[config.mk]
export PLATFORM = sky130hd
export DESIGN_NAME = bitmap_priority_ready_queue_top
export DESIGN_NICKNAME = d
export VERILOG_FILES = /design/src/bprq_pkg.sv /design/src/bitmap_priority_ready_queue_top.sv
export SDC_FILE = /design/constraint.sdc
export NUM_CORES = 2
export LEC_CHECK = 0
export ABC_AREA = 1
export BUFFER_PORTS_ARGS = -buffer_cell sky130_fd_sc_hd__buf_2
export CAP_MARGIN = 20
export CORE_ASPECT_RATIO = 0.75
export CORE_UTILIZATION = 34
export CTS_CLUSTER_SIZE = 24
export DETAILED_ROUTE_END_ITERATION = 10
export SETUP_SLACK_MARGIN = 0.2
export SLEW_MARGIN = 20
export SYNTH_ARGS = -nofsm -noshare
export SYNTH_HDL_FRONTEND = slang
export SYNTH_SLANG_ARGS = --single-unit
[constraint.sdc]
create_clock -name aclk -period 4.8 [get_ports aclk]
set_input_delay 0.48 -clock aclk [delete_from_list [all_inputs] [get_ports aclk]]
set_output_delay 0.48 -clock aclk [all_outputs]
set_load 0.03 [all_outputs]
[src/bprq_pkg.sv]
// package for the bitmap priority ready queue
// widths, command and status codes, state machine states; no dependencies
package bprq_pkg;
    localparam int LEVELS    = 32;
    localparam int MAX_TASKS = 64;
    localparam int NUM_CPUS  = 8;
    localparam int TW = 6;
    localparam int LW = 5;
    localparam int NW = 7;   // link width, MAX_TASKS means no neighbor
    localparam logic [NW-1:0] NIL = NW'(MAX_TASKS);

    typedef enum logic [2:0] {
        CMD_ENQ_TAIL = 3'd0,
        CMD_ENQ_HEAD = 3'd1,
        CMD_REMOVE   = 3'd2,
        CMD_PEEK     = 3'd3,
        CMD_POP      = 3'd4,
        CMD_COUNT    = 3'd5
    } cmd_t;

    localparam logic [1:0] ST_OK         = 2'd0;
    localparam logic [1:0] ST_QUEUED     = 2'd1;
    localparam logic [1:0] ST_NOT_QUEUED = 2'd2;

    typedef enum logic [3:0] {
        S_IDLE, S_RD, S_LINK, S_UNRD, S_UNLINK, S_UNHD,
        S_LVL, S_WALK, S_WCHK, S_DONE
    } state_t;
endpackage

[src/bitmap_priority_ready_queue_top.sv]
// bitmap priority ready queue: linked lists of task ids per priority level
// uses bprq_pkg; all list state lies in task and level memories
//
// usage: one command word in on s_axis, one result word out on m_axis.
// s_axis_tdata (lowest bit up): command[2:0], task_id[8:3],
//   priority_req[13:9], task_affinity[21:14], cpu_id[24:22]
// m_axis_tdata (lowest bit up): result_task[5:0], found[6],
//   level_count[13:7], status[15:14]
// one command is worked at a time by a sequencer over synchronous memories
// with registered reads. enqueue patches a neighbor unless its level is
// empty; remove unlinks the task; peek scans levels from level 0; count
// walks the tasks on the level; pop scans levels, walks the tasks of each
// nonempty level and unlinks the first task whose affinity matches.
// the result word sits in an output register; the next command is taken
// once the result has been accepted or while it is being accepted.
// reset clears the level bitmap and the queued flags (flip-flops); the link,
// head, tail, priority and affinity memories need no clearing.
// a stalled receiver holds the result word and blocks new commands.
module bitmap_priority_ready_queue_top
    import bprq_pkg::*;
(
    input  logic        aclk,
    input  logic        aresetn,
    input  logic        s_axis_tvalid,
    output logic        s_axis_tready,
    input  logic [31:0] s_axis_tdata,   // command, task_id, priority_req, task_affinity, cpu_id
    output logic        m_axis_tvalid,
    input  logic        m_axis_tready,
    output logic [15:0] m_axis_tdata    // result_task, found, level_count, status
);
    // memories
    logic [NW-1:0] next_mem [MAX_TASKS];
    logic [NW-1:0] prev_mem [MAX_TASKS];
    logic [LW-1:0] prio_mem [MAX_TASKS];
    logic [7:0]    aff_mem  [MAX_TASKS];
    logic [TW-1:0] head_mem [LEVELS];
    logic [TW-1:0] tail_mem [LEVELS];

    logic [LEVELS-1:0]    busy_reg;     // bit l set when level l nonempty
    logic [MAX_TASKS-1:0] queued_reg;
    state_t state_reg, state_next;

    logic [2:0]    cmd_reg;
    logic [TW-1:0] tid_reg;
    logic [LW-1:0] lvl_reg;
    logic [7:0]    aff_reg;
    logic [2:0]    cpu_reg;
    logic [NW-1:0] cur_reg;
    logic [6:0]    cnt_reg;
    logic          ovalid_reg;
    logic [15:0]   odata_reg;

    // registered read data
    logic [NW-1:0] rd_next, rd_prev;
    logic [LW-1:0] rd_prio;
    logic [7:0]    rd_aff;
    logic [TW-1:0] rd_head, rd_tail;
    logic [TW-1:0] t_addr;
    logic [LW-1:0] l_addr;

    // memory ports: one read address per memory group, writes from the fsm
    logic          wn_en, wp_en, wt_en, wh_en, wl_en;
    logic [TW-1:0] wn_a, wp_a, wt_a;
    logic [NW-1:0] wn_d, wp_d;
    logic [LW-1:0] wh_a, wl_a;
    logic [TW-1:0] wh_d, wl_d;

    always_ff @(posedge aclk) begin
        rd_next <= next_mem[t_addr];
        rd_prev <= prev_mem[t_addr];
        rd_prio <= prio_mem[t_addr];
        rd_aff  <= aff_mem[t_addr];
        rd_head <= head_mem[l_addr];
        rd_tail <= tail_mem[l_addr];
        if (wn_en) next_mem[wn_a] <= wn_d;
        if (wp_en) prev_mem[wp_a] <= wp_d;
        if (wt_en) begin
            prio_mem[wt_a] <= lvl_reg;
            aff_mem[wt_a]  <= aff_reg;
        end
        if (wh_en) head_mem[wh_a] <= wh_d;
        if (wl_en) tail_mem[wl_a] <= wl_d;
    end

    logic out_free;
    assign out_free      = !ovalid_reg || m_axis_tready;
    assign s_axis_tready = (state_reg == S_IDLE) && out_free;
    assign m_axis_tvalid = ovalid_reg;
    assign m_axis_tdata  = odata_reg;

    logic take;
    assign take = s_axis_tvalid && s_axis_tready;

    logic          cpu_ok;
    logic          lvl_busy;
    logic          cur_ok;
    logic          pop_first;    // unlinked task had no predecessor
    logic [NW-1:0] un_prev, un_next;
    logic [NW-1:0] un_prev_reg, un_next_reg;
    logic [LW-1:0] un_lvl_reg;

    assign lvl_busy = busy_reg[lvl_reg];
    assign cpu_ok   = (NUM_CPUS == 1) || rd_aff[cpu_reg];
    assign un_prev  = rd_prev;
    assign un_next  = rd_next;
    assign pop_first = un_prev_reg[NW-1];
    assign cur_ok   = cpu_ok;

    logic       done_en;
    logic [15:0] done_d;
    logic       busy_set, busy_clr, q_set, q_clr;
    logic [LW-1:0] busy_a;
    logic [TW-1:0] q_a;
    logic [NW-1:0] cur_next;
    logic [LW-1:0] lvl_next;
    logic [6:0]    cnt_next;
    logic          un_cap;

    // sequencer
    always_comb begin
        state_next = state_reg;
        t_addr = tid_reg; l_addr = lvl_reg;
        wn_en = 1'b0; wp_en = 1'b0; wt_en = 1'b0; wh_en = 1'b0; wl_en = 1'b0;
        wn_a = tid_reg; wp_a = tid_reg; wt_a = tid_reg;
        wn_d = NIL; wp_d = NIL; wh_a = lvl_reg; wl_a = lvl_reg;
        wh_d = tid_reg; wl_d = tid_reg;
        done_en = 1'b0; done_d = '0;
        busy_set = 1'b0; busy_clr = 1'b0; busy_a = lvl_reg;
        q_set = 1'b0; q_clr = 1'b0; q_a = tid_reg;
        cur_next = cur_reg; lvl_next = lvl_reg; cnt_next = cnt_reg;
        un_cap = 1'b0;
        case (state_reg)
            S_IDLE: begin
                if (take) state_next = S_RD;
            end
            S_RD: begin
                // addresses already on tid/lvl; this state waits for the registered read data
                case (cmd_reg)
                    CMD_ENQ_TAIL, CMD_ENQ_HEAD: begin
                        if (queued_reg[tid_reg]) begin
                            done_en = 1'b1; done_d = {ST_QUEUED, 14'd0};
                            state_next = S_IDLE;
                        end else begin
                            state_next = S_LINK;
                        end
                    end
                    CMD_REMOVE: begin
                        if (!queued_reg[tid_reg]) begin
                            done_en = 1'b1; done_d = {ST_NOT_QUEUED, 14'd0};
                            state_next = S_IDLE;
                        end else begin
                            state_next = S_UNRD;
                        end
                    end
                    CMD_PEEK, CMD_POP: begin
                        lvl_next = '0;
                        state_next = S_LVL;
                    end
                    CMD_COUNT: begin
                        cnt_next = '0;
                        state_next = S_LVL;
                    end
                    default: begin
                        done_en = 1'b1; state_next = S_IDLE;
                    end
                endcase
            end
            S_LINK: begin
                wt_en = 1'b1; q_set = 1'b1;
                state_next = S_DONE;
                if (!lvl_busy) begin
                    wn_en = 1'b1; wp_en = 1'b1; wh_en = 1'b1; wl_en = 1'b1;
                    busy_set = 1'b1;
                    // empty level: no neighbor to patch
                    done_en = 1'b1; state_next = S_IDLE;
                end else if (cmd_reg == CMD_ENQ_HEAD) begin
                    wp_en = 1'b1; wp_d = NIL; wh_en = 1'b1;
                    wn_en = 1'b1; wn_d = {1'b0, rd_head};
                end else begin
                    wn_en = 1'b1; wn_d = NIL; wl_en = 1'b1;
                    wp_en = 1'b1; wp_d = {1'b0, rd_tail};
                end
            end
            S_DONE: begin
                // second write of an enqueue at a nonempty level
                if (lvl_busy && cmd_reg == CMD_ENQ_HEAD) begin
                    wp_en = 1'b1; wp_a = rd_head; wp_d = {1'b0, tid_reg};
                end else if (lvl_busy && cmd_reg == CMD_ENQ_TAIL) begin
                    wn_en = 1'b1; wn_a = rd_tail; wn_d = {1'b0, tid_reg};
                end
                done_en = 1'b1; state_next = S_IDLE;
            end
            S_UNRD: begin
                // task links and priority are valid now
                un_cap = 1'b1;
                state_next = S_UNLINK;
            end
            S_UNLINK: begin
                q_clr = 1'b1;
                if (!un_prev_reg[NW-1]) begin
                    wn_en = 1'b1; wn_a = un_prev_reg[TW-1:0]; wn_d = un_next_reg;
                end else begin
                    wh_en = 1'b1; wh_a = un_lvl_reg; wh_d = un_next_reg[TW-1:0];
                end
                if (!un_next_reg[NW-1]) begin
                    wp_en = 1'b1; wp_a = un_next_reg[TW-1:0]; wp_d = un_prev_reg;
                end else begin
                    wl_en = 1'b1; wl_a = un_lvl_reg; wl_d = un_prev_reg[TW-1:0];
                end
                if (pop_first && un_next_reg[NW-1]) begin
                    busy_clr = 1'b1; busy_a = un_lvl_reg;
                end
                done_en = 1'b1;
                done_d = (cmd_reg == CMD_POP) ? {ST_OK, 7'd0, 1'b1, tid_reg}
                                              : 16'd0;
                state_next = S_IDLE;
            end
            S_LVL: begin
                // head of lvl_reg is read now; the read data is valid in S_UNHD
                state_next = S_UNHD;
            end
            S_UNHD: begin
                if (cmd_reg == CMD_COUNT) begin
                    if (!lvl_busy) begin
                        done_en = 1'b1; state_next = S_IDLE;
                    end else begin
                        cur_next = {1'b0, rd_head}; state_next = S_WALK;
                    end
                end else if (!lvl_busy) begin
                    if (lvl_reg == LW'(LEVELS - 1)) begin
                        done_en = 1'b1; state_next = S_IDLE;
                    end else begin
                        lvl_next = lvl_reg + 1'b1; state_next = S_LVL;
                    end
                end else if (cmd_reg == CMD_PEEK) begin
                    done_en = 1'b1; done_d = {ST_OK, 7'd0, 1'b1, rd_head};
                    state_next = S_IDLE;
                end else begin
                    cur_next = {1'b0, rd_head}; state_next = S_WALK;
                end
            end
            S_WALK: begin
                t_addr = cur_reg[TW-1:0];
                state_next = S_WCHK;
            end
            S_WCHK: begin
                t_addr = cur_reg[TW-1:0];
                if (cmd_reg == CMD_COUNT) begin
                    if (cur_ok && cnt_reg != 7'd127) cnt_next = cnt_reg + 1'b1;
                    cur_next = rd_next;
                    if (rd_next[NW-1]) begin
                        done_en = 1'b1;
                        done_d = {ST_OK, (cur_ok && cnt_reg != 7'd127)
                                  ? cnt_reg + 7'd1 : cnt_reg, 7'd0};
                        state_next = S_IDLE;
                    end else begin
                        state_next = S_WALK;
                    end
                end else if (cur_ok) begin
                    un_cap = 1'b1;
                    state_next = S_UNLINK;
                end else if (!rd_next[NW-1]) begin
                    cur_next = rd_next; state_next = S_WALK;
                end else if (lvl_reg == LW'(LEVELS - 1)) begin
                    done_en = 1'b1; state_next = S_IDLE;
                end else begin
                    lvl_next = lvl_reg + 1'b1; state_next = S_LVL;
                end
            end
            default: state_next = S_IDLE;
        endcase
    end

    // state and bookkeeping registers
    always_ff @(posedge aclk) begin
        if (!aresetn) begin
            state_reg  <= S_IDLE;
            busy_reg   <= '0;
            queued_reg <= '0;
            ovalid_reg <= 1'b0;
        end else begin
            state_reg <= state_next;
            if (busy_set) busy_reg[busy_a] <= 1'b1;
            if (busy_clr) busy_reg[busy_a] <= 1'b0;
            if (q_set) queued_reg[q_a] <= 1'b1;
            if (q_clr) queued_reg[q_a] <= 1'b0;
            if (done_en) ovalid_reg <= 1'b1;
            else if (m_axis_tready) ovalid_reg <= 1'b0;
        end
    end

    // payload registers
    always_ff @(posedge aclk) begin
        if (take) begin
            cmd_reg <= s_axis_tdata[2:0];
            tid_reg <= s_axis_tdata[8:3];
            lvl_reg <= s_axis_tdata[13:9];
            aff_reg <= s_axis_tdata[21:14];
            cpu_reg <= s_axis_tdata[24:22];
        end else begin
            lvl_reg <= lvl_next;
        end
        if (state_reg == S_WCHK && cur_ok && cmd_reg == CMD_POP)
            tid_reg <= cur_reg[TW-1:0];
        if (state_reg == S_UNRD) un_lvl_reg <= rd_prio;
        if (state_reg == S_WCHK) un_lvl_reg <= lvl_reg;
        if (un_cap) begin
            un_prev_reg <= un_prev;
            un_next_reg <= un_next;
        end
        cur_reg <= cur_next;
        cnt_reg <= cnt_next;
        if (done_en) odata_reg <= done_d;
    end
endmodule

Yosys cells after proc, flatten, opt, wreduce, memory -nomap -nowiden
Memory sizes are Yosys's and may differ from the RTL's. A register that Yosys moved wholly into a read port is not among the register bits. Index checks and enable logic that the tools add are counted.

Magnitude comparators: 6. Reductions and logical operators: 28. Add/sub/neg operators: 2. Eq/ne operators: 29. Bitwise gates (word level): 6. Multiplexer cells: 143.

Operator list (count): two-way mux 64 bit (3); two-way mux 6 bit (19); two-way mux 7 bit (16); two-way mux 32 bit (3); two-way mux 5 bit (16); AND 64 bit (1); inverter 64 bit (1); OR 64 bit (1); one-hot mux 16 bit (4 select lines) (1); two-way mux 1 bit (46); one-hot mux 7 bit (3 select lines) (2); one-hot mux 6 bit (2 select lines) (3); AND 32 bit (1); inverter 32 bit (1); OR 32 bit (1); one-hot mux 16 bit (2 select lines) (1); one-hot mux 4 bit (8 select lines) (1); two-way mux 14 bit (2); two-way mux 4 bit (6); inequality test 3 bit, second input constant (8); equality test 4 x 3 -> 1 bit, second input constant (4); two-way mux 16 bit (1); two-way mux 15 bit (1); two-way mux 3 bit (5); other kinds (41) (70).

RAM bits: 2112. Word-level logic and storage cells: 235. Memories: 6. Register bits: 174.

Memories: aff_mem (depth 64, width 8, rd ports 1, clocked after Yosys merged registers in 1, write ports 1, RTL line bitmap_priority_ready_queue_top.sv:35) `logic [7:0] aff_mem [MAX_TASKS];`; next_mem (depth 64, width 7, rd ports 1, clocked after Yosys merged registers in 1, write ports 1, RTL line bitmap_priority_ready_queue_top.sv:32) `logic [NW-1:0] next_mem [MAX_TASKS];`; prev_mem (depth 64, width 7, rd ports 1, clocked after Yosys merged registers in 1, write ports 1, RTL line bitmap_priority_ready_queue_top.sv:33) `logic [NW-1:0] prev_mem [MAX_TASKS];`; prio_mem (depth 64, width 5, rd ports 1, clocked after Yosys merged registers in 1, write ports 1, RTL line bitmap_priority_ready_queue_top.sv:34) `logic [LW-1:0] prio_mem [MAX_TASKS];`; head_mem (depth 32, width 6, rd ports 1, clocked after Yosys merged registers in 1, write ports 1, RTL line bitmap_priority_ready_queue_top.sv:36) `logic [TW-1:0] head_mem [LEVELS];`; tail_mem (depth 32, width 6, rd ports 1, clocked after Yosys merged registers in 1, write ports 1, RTL line bitmap_priority_ready_queue_top.sv:37) `logic [TW-1:0] tail_mem [LEVELS];`.

Depth between registers and ports, before layout
Depth in word-level cells: 12. Depth in mapped cells: 17. Depth with buffers taken out: 16.

Least setup slack after synthesis
Ideal clock, no wire load.

Kind: register to register. Start point: register lvl_reg[0] (netlist: l_addr[0]). End point: memory next_mem[0][2], data pin. Library setup time: 0.567 ns. Stages on the path, launching flop included: 13. Path slack: 0.127 ns. Data required time: 4.233 ns. Arrival: 4.105 ns. Path buffers: 2. Cell sequence: edfxtp_1 buf_6 inv_4 buf_6 nand2_1 nand3_1 a21oi_1 nor2_2 nand2_4 nand2_4 inv_2 nand2_1 o221ai_1.

Cells in the longest elaborated chain, start to end: 6. Elaborated cells on any way between the ends: 8. Classes of those cells: mux (6); reduce/logical (2).

RTL lines: from (decl) (RTL line bitmap_priority_ready_queue_top.sv:45) `logic [LW-1:0] lvl_reg;`; from (signal assigned) (RTL line bitmap_priority_ready_queue_top.sv:297) `lvl_reg <= s_axis_tdata[13:9];`; from (signal assigned) (RTL line bitmap_priority_ready_queue_top.sv:301) `lvl_reg <= lvl_next;`; binary-select mux 1 bit (select 5 bit) * (RTL line bitmap_priority_ready_queue_top.sv:102) `assign lvl_busy = busy_reg[lvl_reg];`; two-way mux 1 bit (implied by the code) * (RTL line bitmap_priority_ready_queue_top.sv:102); logical AND 1 bit (RTL line bitmap_priority_ready_queue_top.sv:188) `end else if (lvl_busy && cmd_reg == CMD_ENQ_TAIL) begin`; two-way mux 7 bit (RTL line bitmap_priority_ready_queue_top.sv:188); two-way mux 7 bit (RTL line bitmap_priority_ready_queue_top.sv:186) `if (lvl_busy && cmd_reg == CMD_ENQ_HEAD) begin`; one-hot mux 7 bit (3 select lines) * (RTL line bitmap_priority_ready_queue_top.sv:132) `case (state_reg)`; via wn_d[2] (RTL line bitmap_priority_ready_queue_top.sv:64) `logic [NW-1:0] wn_d, wp_d;`; to (decl) (RTL line bitmap_priority_ready_queue_top.sv:32).

Mark *: on every way through the listed nets, which the timed path passes. The rest lies on a longest branch. The select of a mux whose other input is x is not followed.

Final worst setup path
Start point: register lvl_reg[0] (netlist: l_addr[0]). End point: memory prev_mem[3][1] (enable).

Cells in the longest elaborated chain, start to end: 7. Elaborated cells on any way between the ends: 9. Classes of those cells: mux (8); reduce/logical (1).

RTL lines: binary-select mux 1 bit (select 5 bit) * (RTL line bitmap_priority_ready_queue_top.sv:102); two-way mux 1 bit (implied by the code) * (RTL line bitmap_priority_ready_queue_top.sv:102); logical AND 1 bit * (RTL line bitmap_priority_ready_queue_top.sv:186); two-way mux 1 bit (RTL line bitmap_priority_ready_queue_top.sv:186); one-hot mux 1 bit (3 select lines) (RTL line bitmap_priority_ready_queue_top.sv:132); two-way mux 1 bit (RTL line bitmap_priority_ready_queue_top.sv:76) `if (wp_en) prev_mem[wp_a] <= wp_d;`; two-way mux 1 bit (implied by the code) (RTL line bitmap_priority_ready_queue_top.sv:76); to (decl) (RTL line bitmap_priority_ready_queue_top.sv:33).

Mark *: on every way between the ends. The rest lies on a longest branch, timed or not. The select of a mux whose other input is x is not followed.

==> tab_implementation.tex <==
\begin{tabular}{lr}
\hline
Metric & Value \\
\hline
\multicolumn{2}{l}{\textbf{CTS}} \\
\quad Clock Sink Count & 2325 \\
\quad Clk root buf & sky130\_fd\_sc\_hd\_\_clkbuf\_16 \\
\quad Setup repair bufs after CTS & 0 \\
\quad CTS clk-pin slew, worst paths & 0.06 ns \\
\quad Clock tree from TritonCTS & done \\
\quad Maximum level of the CTS H-tree & 4 \\
\quad Worst skew pair latency & 0.89 ns \\
\quad Maximum clock insertion buffer count & 4 \\
\quad TritonCTS buffer count & 224 \\
\multicolumn{2}{l}{\textbf{Critical path}} \\
\quad CP Max Fanout & 15 \\
\quad Crit path top cell by count & sky130\_fd\_sc\_hd\_\_nand2\_1 \\
\quad Maximum cell stage delay along the critical path & 0.77 ns \\
\quad Cell with the largest stage delay on the worst path & sky130\_fd\_sc\_hd\_\_edfxtp\_1 \\
\quad Worst EP arrival & $\sim$4.6 ns \\
\quad Path depth of the worst reg2reg path & 15 \\
\quad Critical path start-end classification & flip-flop to flip-flop \\
\quad R2r startpoint & l\_addr[0] \\
\quad Critical R2R Capture & prev\_mem[3][1] \\
\quad Worst setup EP type & flip-flop \\
\quad Register-to-register setup slack & 0.67 ns \\
\quad Buf+Inv Stages, Crit Path & 2 \\
\quad Family with the most delay on the worst path & simple AND/OR/NAND/NOR gates \\
\quad Critical path cell sequence & buf\_4, nand2\_1, nand2\_1, nand2\_1, nand3\_1, nand3\_1, nand2\_4, nand3\_4, nand3\_1, nand2\_1, nor2\_1, inv\_1, nor2\_1, nand2\_1, nor2\_1 \\
\quad Req. time, crit path & 5.26 ns \\
\quad Startpoint Class & flip-flop \\
\multicolumn{2}{l}{\textbf{Yosys}} \\
\quad Gate Count Post-Synth & 8774 \\
\quad Register area share after synthesis & 70.1\% \\
\quad Count of unique library cells instantiated by Yosys & 51 \\
\quad Flops \& latches, synth & 2325 \\
\quad Cell type with the largest total area after synthesis & sky130\_fd\_sc\_hd\_\_edfxtp\_1 \\
\quad Post-synthesis instance area & just under 0.1 mm² \\
\quad Syn\_area\_per\_cell & roughly 11 µm² \\
\quad Total of warnings raised by yosys & 0 \\
\quad Share of the synthesized area in the top cell type & 67.2\% \\
\quad Synthesized netlist net count & around 9000 \\
\quad Area contributors post-synth & sky130\_fd\_sc\_hd\_\_edfxtp\_1 67\%, sky130\_fd\_sc\_hd\_\_nand2\_1 11\%, sky130\_fd\_sc\_hd\_\_nand3\_1 4.6\%, sky130\_fd\_sc\_hd\_\_dfxtp\_1 2.9\%, sky130\_fd\_sc\_hd\_\_o211ai\_1 2.8\% \\
\multicolumn{2}{l}{\textbf{Global routing}} \\
\quad Via count of the first global-routing pass & 61600 \\
\quad GRT overflow & 0 \\
\quad Pin count of the biggest net entering global routing & between 200 and 300 \\
\quad Number of antenna violations at the first check in global routing & 9 \\
\quad Global-route wire length before repair & about 400 mm \\
\quad GR Util All Layers & 17.9\% \\
\multicolumn{2}{l}{\textbf{Cells and area}} \\
\quad Top Registers & aff\_mem: 512 flops, next\_mem: 448 flops, prev\_mem: 448 flops \\
\quad Largest register FFs & 512 \\
\quad Synth-to-layout area growth & 12.9\% \\
\quad Register containing the most flip-flops in the final layout & aff\_mem \\
\quad Count of fill cells added during filler insertion & between 20000 and 30000 \\
\quad Core utilization of the finished layout & 38.8\% \\
\quad Cell Count, Final, Fillers Out & approximately 13000 \\
\quad Final std cell area, no fill & $\sim$0.11 mm² \\
\quad Proportion of layout cells with a drive suffix above 1 & under 10\% \\
\quad Net count reported at finish & approximately 8800 \\
\multicolumn{2}{l}{\textbf{Power}} \\
\quad Total power & 56.3 mW \\
\quad Leakage power summed over all cells & 39.6 nW \\
\quad Peak VDD IR & approximately 630 µV \\
\quad Power density cells & 511 mW/mm² \\
\multicolumn{2}{l}{\textbf{Routing}} \\
\quad Detail Route Antenna Nets & 0 \\
\quad WL per Instance & 20.9 µm \\
\quad Average via count per standard cell & between 5 and 6 \\
\quad Drt first pass iters & 5 \\
\quad Remaining DRCs & 0 \\
\quad Number of violations reported at the end of detailed-routing iteration 0 & 7897 \\
\quad DR vias & 66000 \\
\quad Sum of routed wire length over all layers & 266 mm \\
\multicolumn{2}{l}{\textbf{Placement}} \\
\quad Final estimated routing congestion in global placement & 0.912 \\
\quad Placed cell count & 12300 \\
\quad Total half-perimeter wirelength after legalization and detailed placement & 158 mm \\
\quad Placed Area & just over 0.1 mm² \\
\quad Setup slack at placement & 0.779 ns \\
\quad Port bufs & 46 \\
\multicolumn{2}{l}{\textbf{Timing}} \\
\quad Total count of max-transition violations in the final report & 0 \\
\quad Post-route setup slack & 0.668 ns \\
\quad Worst-case clock skew & 0.0621 ns \\
\quad Unrepaired setup endpoints after global routing & no \\
\quad Peak Freq & 242 MHz \\
\quad Max-Slew Margin vs Limit & 23.3\% \\
\quad Endpoints failing setup & 0 \\
\quad Final Hold Violating Endpoints & 0 \\
\quad Crit share post-route & 86.1\% \\
\quad Total negative slack & 0 ns \\
\quad Slew of the pin with the lowest slew margin & 1.15 ns \\
\quad Period minus WS final & 4.13 ns \\
\quad Hold Slack & 0.0260 ns \\
\multicolumn{2}{l}{\textbf{Die}} \\
\quad Chip Width & 621 µm \\
\quad Number of ports placed on the die boundary & 54 \\
\quad Die extent in y & 466 µm \\
\quad Core area & about 0.28 mm² \\
\quad DIE AREA & 0.289 mm² \\
\quad Effective utilization at floorplan & roughly a third \\
\quad Site Rows & around 170 \\
\multicolumn{2}{l}{\textbf{Min path}} \\
\quad End of the worst hold path & l\_addr[2] \\
\quad Depth of the worst hold-timing path & 3 \\
\quad Class of the tightest hold or removal check & input pin to flip-flop \\
\quad Start point of the worst min-delay path & s\_axis\_tdata[11] \\
\multicolumn{2}{l}{\textbf{Status}} \\
\quad Run status & finished, final reports clean \\
\multicolumn{2}{l}{\textbf{Flow run}} \\
\quad Max capacitance violation total & 0 \\
\hline
\end{tabular}
Yosys cell counts (all sizes together):
cell type  number
a211oi          1
a21oi          38
a221oi          2
a22o            2
a22oi           6
a31o            1
a31oi          96
buf           349
clkbuf        170
clkinv          8
dfxtp         140
edfxtp       2185
ha              3
inv           542
mux2            4
nand2        2761
nand3         920
nand4          34
nor2          501
nor2b           1
nor3          158
nor4            5
o211a           1
o211ai        367
o21ai         362
o21bai          2
o221ai         45
o22ai          63
o31ai           1
o32ai           1
or2             2
xnor2           1
xor2            2
routing by layer:
| metal | GRT usage, % | share of wire, % | vias to the layer above |
|---|---|---|---|
| met5 | 0 | 0 | - |
| met4 | 4.69 | 2.6 | 0 |
| met3 | 3.35 | 9.2 | 366 |
| met2 | 26.0 | 42 | 2790 |
| met1 | 27.4 | 46 | 32200 |
| li1 | - | - | 30600 |
report_power, final:
part / switching (mW) / total [mW] / internal [mW]
sequential: 0.420 / 24.1 / 23.7
clock: 7.54 / 17.2 / 9.62
combinational: 11.4 / 15.0 / 3.66
total: 19.3 / 56.3 / 37.0
placed cells by master (no fill, tap or decap), drive strengths merged, types with 2 or more instances in the layout:
cell type,n
nand2,2761
edfxtp,2185
nand3,920
inv,546
nor2,501
o211ai,367
o21ai,362
clkbuf,283
buf,281
nor3,158
dfxtp,140
clkinv,99
a31oi,96
o22ai,63
o221ai,45
a21oi,38
nand4,34
dlygate4sd3,19
bufinv,17
clkinvlp,7
a22oi,6
nor4,5
mux2,4
ha,3
o21bai,2
or2,2
xor2,2
a22o,2
a221oi,2
timing repair:
item                                   4_1_cts  5_1_grt
gates resized for setup                      0        0
hold buffers                                19        0
endpoints found under the hold margin       19        0
final cells by class:
type                            count  area (µm²)  area share (%)
Antenna cell                        1        2.50         0.00227
Tap cell                         3762        4710            4.27
Sequential cell                  2325       68400            62.1
Clock inverter                    119        1050           0.957
Timing Repair Buffer              300        2750            2.49
Clock buffer                      283        5920            5.37
Multi-Input combinational cell   5380       25300            23.0
Inverter                          550        2080            1.89
worst min-delay path, delay by kind of cell:
| kind | cells | cell delay (ns) |
|---|---|---|
| compound gates | 1 | 0.10 |
| buf+inv | 1 | 0.07 |
| simple gates | 1 | 0.10 |
logic make-up (layout without fill, tap and decap cells):
logic type               after synthesis  after routing  synth area share (%)
AND/OR/NAND/NOR                     4382           4382                  18.8
flip-flops                          2325           2325                  70.1
buffers and inverters               1069           1252                  4.59
AO/OA/AOI/OAI                        988            988                  6.46
multiplexers                           4              4                0.0461
adder cells (fa/ha/maj)                3              3                0.0385
XOR/XNOR                               3              3                0.0269
other                                  0              1                     0
worst max path at each step:
stage,startpoint,slack (ns),end,cells past startpoint
after floorplan,l_addr[0],0.13,next_mem[0][2],12
after global placement,l_addr[0],0.74,next_mem[9][6],15
after detailed placement,l_addr[0],0.78,next_mem[50][1],14
after CTS,l_addr[0],0.76,prev_mem[3][3],15
after global routing,l_addr[0],0.40,next_mem[18][0],14
final,l_addr[0],0.67,prev_mem[3][1],15
No activity file was read; power rests on OpenSTA's default activity.
